===== src/rtl/gbr_pkg.sv =====
// Shared constants, control word types and the microcode table of the glyph row renderer.
`timescale 1ns / 1ps

package gbr_pkg;

  localparam int STORE_BYTES      = 4096;
  localparam int MAX_GLYPH_WIDTH  = 64;
  localparam int MAX_GLYPH_HEIGHT = 64;
  localparam int HEADER_BYTES     = 6;

  localparam int STORE_AW = $clog2(STORE_BYTES);
  // The walk pointer must hold a store address plus the largest record skip.
  localparam int PTR_W    = ((STORE_AW > 13) ? STORE_AW : 13) + 1;
  // Bit offset inside a bitmap: rows times stored width plus one column run.
  localparam int BIT_W    = $clog2(MAX_GLYPH_HEIGHT * 255 + MAX_GLYPH_WIDTH + 8);
  localparam int COL_W    = $clog2(MAX_GLYPH_WIDTH + 1);
  localparam int ROW_W    = $clog2(MAX_GLYPH_HEIGHT + 1);
  localparam int STEP_W   = 4;

  localparam logic [STEP_W-1:0] STEP_IDLE     = 4'd0;
  localparam logic [STEP_W-1:0] STEP_CHECK    = 4'd1;
  localparam logic [STEP_W-1:0] STEP_CODE     = 4'd2;
  localparam logic [STEP_W-1:0] STEP_WIDTH    = 4'd3;
  localparam logic [STEP_W-1:0] STEP_HEIGHT   = 4'd4;
  localparam logic [STEP_W-1:0] STEP_SKIP     = 4'd5;
  localparam logic [STEP_W-1:0] STEP_XOFF_RD  = 4'd6;
  localparam logic [STEP_W-1:0] STEP_XOFF     = 4'd7;
  localparam logic [STEP_W-1:0] STEP_YOFF     = 4'd8;
  localparam logic [STEP_W-1:0] STEP_ADVANCE  = 4'd9;
  localparam logic [STEP_W-1:0] STEP_ROW_INIT = 4'd10;
  localparam logic [STEP_W-1:0] STEP_BYTE_RD  = 4'd11;
  localparam logic [STEP_W-1:0] STEP_MERGE    = 4'd12;
  localparam logic [STEP_W-1:0] STEP_EMIT     = 4'd13;
  localparam logic [STEP_W-1:0] STEP_NEXT_ROW = 4'd14;
  localparam logic [STEP_W-1:0] STEP_MISS     = 4'd15;

  typedef enum logic [1:0] {
    RD_NONE,
    RD_HDR,
    RD_BMP
  } rd_e;

  typedef enum logic [2:0] {
    LD_NONE,
    LD_CODE,
    LD_W,
    LD_H,
    LD_XO,
    LD_YO,
    LD_ADV
  } ld_e;

  typedef enum logic [2:0] {
    ACT_NONE,
    ACT_START,
    ACT_SKIP,
    ACT_HIT,
    ACT_ROW_INIT,
    ACT_MERGE,
    ACT_EMIT_ROW,
    ACT_EMIT_MISS
  } act_e;

  typedef enum logic [3:0] {
    C_NEVER,
    C_ALWAYS,
    C_NO_DRAW,
    C_PTR_OOR,
    C_CODE_ZERO,
    C_CODE_HIT,
    C_H_ZERO,
    C_DW_ZERO,
    C_COL_MORE,
    C_ROW_LAST
  } cond_e;

  typedef struct packed {
    logic              accept_in;
    logic              wait_out;
    rd_e               rd;
    logic [2:0]        hdr_off;
    ld_e               ld;
    act_e              act;
    cond_e             cond;
    logic [STEP_W-1:0] target;
  } ctrl_t;

  typedef struct packed {
    logic draw_start;
    logic stall;
    logic ptr_oor;
    logic code_zero;
    logic code_hit;
    logic h_zero;
    logic dw_zero;
    logic col_more;
    logic row_last;
  } status_t;

  // Microcode table: one control word per step.
  function automatic ctrl_t ucode(input logic [STEP_W-1:0] step);
    ctrl_t c;
    c           = '0;
    c.rd        = RD_NONE;
    c.ld        = LD_NONE;
    c.act       = ACT_NONE;
    c.cond      = C_NEVER;
    c.target    = STEP_IDLE;
    unique case (step)
      STEP_IDLE: begin
        c.accept_in = 1'b1;
        c.act       = ACT_START;
        c.cond      = C_NO_DRAW;
        c.target    = STEP_IDLE;
      end
      STEP_CHECK: begin
        c.rd      = RD_HDR;
        c.hdr_off = 3'd0;
        c.cond    = C_PTR_OOR;
        c.target  = STEP_MISS;
      end
      STEP_CODE: begin
        c.rd      = RD_HDR;
        c.hdr_off = 3'd1;
        c.ld      = LD_CODE;
      end
      STEP_WIDTH: begin
        c.rd      = RD_HDR;
        c.hdr_off = 3'd2;
        c.ld      = LD_W;
        c.cond    = C_CODE_ZERO;
        c.target  = STEP_MISS;
      end
      STEP_HEIGHT: begin
        c.ld     = LD_H;
        c.cond   = C_CODE_HIT;
        c.target = STEP_XOFF_RD;
      end
      STEP_SKIP: begin
        c.act    = ACT_SKIP;
        c.cond   = C_ALWAYS;
        c.target = STEP_CHECK;
      end
      STEP_XOFF_RD: begin
        c.rd      = RD_HDR;
        c.hdr_off = 3'd3;
      end
      STEP_XOFF: begin
        c.rd      = RD_HDR;
        c.hdr_off = 3'd4;
        c.ld      = LD_XO;
      end
      STEP_YOFF: begin
        c.rd      = RD_HDR;
        c.hdr_off = 3'd5;
        c.ld      = LD_YO;
      end
      STEP_ADVANCE: begin
        c.ld     = LD_ADV;
        c.act    = ACT_HIT;
        c.cond   = C_H_ZERO;
        c.target = STEP_EMIT;
      end
      STEP_ROW_INIT: begin
        c.act    = ACT_ROW_INIT;
        c.cond   = C_DW_ZERO;
        c.target = STEP_EMIT;
      end
      STEP_BYTE_RD: begin
        c.rd = RD_BMP;
      end
      STEP_MERGE: begin
        c.act    = ACT_MERGE;
        c.cond   = C_COL_MORE;
        c.target = STEP_BYTE_RD;
      end
      STEP_EMIT: begin
        c.wait_out = 1'b1;
        c.act      = ACT_EMIT_ROW;
        c.cond     = C_ROW_LAST;
        c.target   = STEP_IDLE;
      end
      STEP_NEXT_ROW: begin
        c.cond   = C_ALWAYS;
        c.target = STEP_ROW_INIT;
      end
      STEP_MISS: begin
        c.wait_out = 1'b1;
        c.act      = ACT_EMIT_MISS;
        c.cond     = C_ALWAYS;
        c.target   = STEP_IDLE;
      end
      default: begin
        c.cond   = C_ALWAYS;
        c.target = STEP_IDLE;
      end
    endcase
    return c;
  endfunction

endpackage


===== src/rtl/gbr_seq.sv =====
// Microcode sequencer: step counter, control word lookup and conditional jumps.
`timescale 1ns / 1ps

module gbr_seq import gbr_pkg::*; (
  input  logic    clk_i,
  input  logic    rst_ni,
  input  status_t status_i,
  output ctrl_t   ctrl_o
);

  logic [STEP_W-1:0] step_q, step_d;
  logic              taken;

  assign ctrl_o = ucode(step_q);

  always_comb begin
    unique case (ctrl_o.cond)
      C_NEVER:     taken = 1'b0;
      C_ALWAYS:    taken = 1'b1;
      C_NO_DRAW:   taken = !status_i.draw_start;
      C_PTR_OOR:   taken = status_i.ptr_oor;
      C_CODE_ZERO: taken = status_i.code_zero;
      C_CODE_HIT:  taken = status_i.code_hit;
      C_H_ZERO:    taken = status_i.h_zero;
      C_DW_ZERO:   taken = status_i.dw_zero;
      C_COL_MORE:  taken = status_i.col_more;
      C_ROW_LAST:  taken = status_i.row_last;
      default:     taken = 1'b0;
    endcase
  end

  always_comb begin
    if (status_i.stall) begin
      step_d = step_q;
    end else if (taken) begin
      step_d = ctrl_o.target;
    end else begin
      step_d = step_q + STEP_W'(1);
    end
  end

  always_ff @(posedge clk_i or negedge rst_ni) begin
    if (!rst_ni) begin
      step_q <= STEP_IDLE;
    end else begin
      step_q <= step_d;
    end
  end

endmodule


===== config.mk =====
export PLATFORM = sky130hd
export DESIGN_NAME = gbr_seq
export DESIGN_NICKNAME = d
export VERILOG_FILES = /design/src/rtl/gbr_pkg.sv /design/src/rtl/gbr_seq.sv
export SDC_FILE = /design/constraint.sdc
export NUM_CORES = 1
export LEC_CHECK = 0
export ABC_AREA = 1
export BUFFER_PORTS_ARGS = -buffer_cell sky130_fd_sc_hd__buf_2
export CAP_MARGIN = 20
export CORE_MARGIN = 5
export CORE_UTILIZATION = 54
export CTS_BUF_LIST = sky130_fd_sc_hd__clkbuf_2 sky130_fd_sc_hd__clkbuf_4 sky130_fd_sc_hd__clkbuf_8
export CTS_CLUSTER_DIAMETER = 50
export DETAILED_ROUTE_END_ITERATION = 10
export PLACE_DENSITY = 0.87
export SLEW_MARGIN = 20
export SYNTH_ARGS = -nofsm -noshare
export SYNTH_HDL_FRONTEND = slang
export SYNTH_SLANG_ARGS = --single-unit

===== constraint.sdc =====
create_clock -name clk_i -period 3.6 [get_ports clk_i]
set_input_delay 0.36 -clock clk_i [delete_from_list [all_inputs] [get_ports clk_i]]
set_output_delay 0.36 -clock clk_i [all_outputs]
set_load 0.01 [all_outputs]

# ---- Word-level counts from Yosys, hierarchy flattened
# Cells that the tools add are included.
dict set report word_totals {
  latchBits 0
  out_inout_bits 21
  n_memories 0
  romBits 0
  word_cells 39
  in_bits 11
  ram_bits 0
  reg_bits 4
}
dict set report op_classes {
  n_lt_le_gt_ge 0
  div 0
  eq_ne 24
  bitwise 0
  mux 9
  n_shift 0
  mul 0
  add_sub_neg 1
  n_reduce_logical 4
}
# op count
set op_table {}
lappend op_table {{one-hot mux 8 bit (11 select lines)} 1}
lappend op_table {{== test 4 bit (second input constant)} 10}
lappend op_table {{== test 4 x 3 -> 1 bit (second input constant)} 8}
lappend op_table {{one-hot mux 3 bit (7 select lines)} 1}
lappend op_table {{one-hot mux 3 bit (6 select lines)} 1}
lappend op_table {{== test 4 x 2 -> 1 bit (second input constant)} 4}
lappend op_table {{one-hot mux 3 bit (5 select lines)} 1}
lappend op_table {{one-hot mux 1 bit (9 select lines)} 1}
lappend op_table {{== test 4 x 1 -> 1 bit (second input constant)} 2}
lappend op_table {{OR reduction 6 bit} 1}
lappend op_table {{adder 4 x 1 -> 4 bit (second input constant)} 1}
lappend op_table {{zero test 4 bit} 1}
lappend op_table {{2-to-1 mux 4 bit} 1}
lappend op_table {{one-hot mux 2 bit (2 select lines)} 1}
lappend op_table {{2-to-1 mux 1 bit} 2}
lappend op_table {{OR reduction 2 bit} 1}
lappend op_table {{zero test 1 bit} 1}

# ---- Logic depth before layout (Yosys ltp)
dict set report logic_depth {
  ltp_word 5
  mapped_depth 15
  depth_no_buf 15
}

# ---- Least setup slack after synthesis
# No wires, ideal clock.
dict set report synth_path {
  path_kind {reg2reg}
  from {register step_q[1]}
  to {register step_q[0]}
  required_ps 3483
  setup_slack_ps 1716
  stages_incl_launch_ff 15
  setup_ps 117
  period_less_slack_ps 1884
  arrival_time_ps 1767
  n_path_buf 0
  cell_sequence {dfrtp_1 > inv_1 > ha_1 > inv_2 > a21oi_4 > inv_1 > or2_0 > nand2_1 > inv_1 > nand2_2 > nand2_4 > nand3_4 > nand2_1 > nand3_1 > nand2_1}
}
# item line
set synth_lines {}
lappend synth_lines {{from (decl)} gbr_seq.sv:11} ;# logic [STEP_W-1:0] step_q, step_d;
lappend synth_lines {{from (signal assigned)} gbr_seq.sv:46} ;# step_q <= step_d;

==> key figures <==
Status
  • Outcome: finished, final reports clean

Clocking
  • Root cell of the clock tree: clkbuf_4
  • Clock Path Buffers: 2
  • Clock-pin transition on the worst setup and hold timing paths: approximately 0.040 ns
  • TritonCTS clock tree: yes
  • Number of buffers created by CTS: 3
  • H-tree levels: 1
  • Clock latency at the later pin of the worst-skew pair: 0.23 ns
  • Post-CTS sizing: 0
  • Clock Sinks: 4

Yosys
  • Synthesized area per cell: between 6 and 7 sq um
  • Synth unique cells: 25
  • Synth warn: 0
  • Register area share after synthesis: between 10 and 15%
  • #FFs+latches synth: 4
  • Synthesized Nets: 145
  • Post-synth EDFFs: 0
  • Top FF cell, synth: dfrtp_1
  • Synth Instances: 130
  • Netlist Area Pre-Place: 833.3 sq um
  • Async S/R FF share, synth: 100.0%

Power
  • Sequential power share: around 11%
  • Power Internal: between 0.5 and 0.6 mW
  • Worst VDD drop: around 0.72 mV
  • Pwr Total: around 1.3 mW
  • Psw: approximately 0.77 mW
  • Combinational power share: between 80% and 90%
  • Sw Share: about three fifths
  • Clock network power share: 4.3%
  • Pwr/cell area: roughly 1300 nW/um^2
  • Leakage power total: 0.6656 nW

GRT
  • First-pass GRT wire length: about 3600 microns
  • Remaining Overflow, GRT: 0
  • Initial antenna violation count: 0
  • Total GRT Usage: 17.79%
  • Vias in the first global route: approximately 800
  • Pin count of the biggest net entering global routing: 13

Final layout
  • Top reg by flops: step_q
  • Fillers: 146
  • Commonest non-fill, non-tap cell in the layout: nand2_1
  • Register Area: 100.1 sq um
  • Area delta synth->final: 22.22%
  • Top Registers: step_q x4
  • Multi-input logic area: between 600 and 700 sq um
  • Share of cells above drive strength 1: between 30% and 40%
  • Antenna diode instance count: 0
  • Max reg flops: 4
  • Most frequent cells in the layout: 36 x nand2_1, 31 x buf_2, 22 x inv_1, 14 x nand3_1, 7 x nor2_1
  • Nets: 180

Worst setup path
  • Critical-path cell list: inv_1, ha_1, o21ai_0, nand2_2, buf_2
  • Worst EP required: 3.24 ns
  • CP Capture Type: output port
  • Worst-path fanout max: 7
  • Worst path max stage delay: 0.45 ns
  • WS Path Type: reg -> out
  • Worst Path Buf+Inv: 2
  • Critical path's top delay family: compound AO/OA/AOI/OAI gates
  • CP max-delay cell: o21ai_0
  • CP Data Arrival Time: ~1.9 ns
  • Startpoint Class: flop

Die
  • Die Span Y: between 40 and 50 microns
  • I/O pins: 32
  • Starting Density: 55.97%
  • Core region area: between 1000 and 1500 sq um
  • Core Rows: 14
  • Die area: 2429 sq um
  • Die width: approximately 49 microns

Routing
  • DRC Markers: 0
  • WL/cell: approximately 12 microns
  • Detail-routed via count per cell: between 4 and 5
  • DR pass1 iterations: 4
  • Via count: slightly below 900
  • Routed WL: just over 2000 microns
  • Post-route ant nets: 0
  • Drt first-iter violations: 17

STA
  • Tcrit/Tclk final: 61.93%
  • Slew @ Worst Pin: 0.6726 ns
  • Crit path time final: 2.230 ns
  • Slew HR: a little under three fifths
  • Setup violators final: 0
  • Final Max Tran Viols: 0
  • Final hold vios: 0
  • F_max: 448.5 MHz
  • Max Clock Skew: around 0.0046 ns
  • Setup ws final: ~1.4 ns
  • Final TNS setup: 0 ns
  • RSZ-0062 raised after global routing: no
  • Min Hold Slack: approximately 0.38 ns

Run
  • Max_cap viols: 0

Placed design
  • Pre-CTS setup slack: between 1 and 1.5 ns
  • Detailed placement HPWL: 1685 microns
  • IO Port Bufs: 31
  • Gpl congestion: 0.8600

Hold path
  • Worst hold path type: in -> reg
## metal layers
layer / part of all wire [%] / track usage (%) / wire length, microns
met4: 1.1 / 5.381 / 23
met1: 43 / 21.14 / 886
met3: 5.6 / 2.752 / 117
met2: 51 / 31.97 / 1049
met5: 0 / 0 / 0
## worst min-delay path, cell delays in order
cell	delay, ns
buf_2	0.12
nand2_1	0.06
nand2_1	0.05
## synth_stat cells, drive strengths merged (2+ instances only)
library cell	count	share of area, %
a21oi	2	2.6
buf	2	2.7
dfrtp	4	12
ha	4	6.0
inv	27	12
nand2	47	28
nand3	19	17
nand4	4	3.0
nor2	10	6.6
nor3	3	1.8
o21ai	4	3.8
## worst paths after layout
kind                             start   endpoint  slack, ns  cells past startpoint
min in group asynchronous       rst_ni  step_q[1]       0.47                      2
setup reg to reg             step_q[1]  step_q[0]       1.47                     10
max in group asynchronous       rst_ni  step_q[0]       3.01                      2
hold reg to reg              step_q[1]  step_q[1]       0.57                      2
hold / removal             status_i[7]  step_q[1]       0.38                      3
setup / recovery             step_q[1]  ctrl_o[4]       1.37                      5
## metrics by stage
stage,area [sq um],instances,utilization [%]
final,1018,179,68.40
after global routing,1018,179,68.40
after CTS,1018,179,68.40
after detailed placement,985.9,175,66.22
after global placement,985.9,175,66.22
after floorplan,833.3,130,-
## power groups by stage
stage	Sequential, mW	Clock [mW]	Combinational, mW
final	0.143	0.0543	1.08
after global routing	0.149	0.0626	1.20
after CTS	0.143	0.0558	1.08
after detailed placement	0.143	0	1.08
after global placement	0.141	0	1.05
after floorplan	0.0954	0	0.849
## final cells by class
type | count | share of cell area, %
inverters | 27 | 10.20
well taps | 16 | 1.966
multi-input cells | 97 | 59.58
clock buffers | 3 | 2.211
flip-flops and latches | 4 | 9.828
repair buffers | 32 | 16.22
## kinds of logic after synthesis
group,Yosys count,synth area share (%)
AND/OR/NAND/NOR,84,57.36
flip-flops,4,12.01
AO/OA/AOI/OAI,7,7.358
XOR/XNOR,2,2.102
adder cells (fa/ha/maj),4,6.006
buffers and inverters,29,15.17
## what timing repair did
| action | CTS | global route |
|---|---|---|
| endpoints found under the hold margin | 4 | 0 |
| hold buffers | 1 | 0 |
| setup buffers | 0 | 0 |
Power figures use the tool's default switching activity.
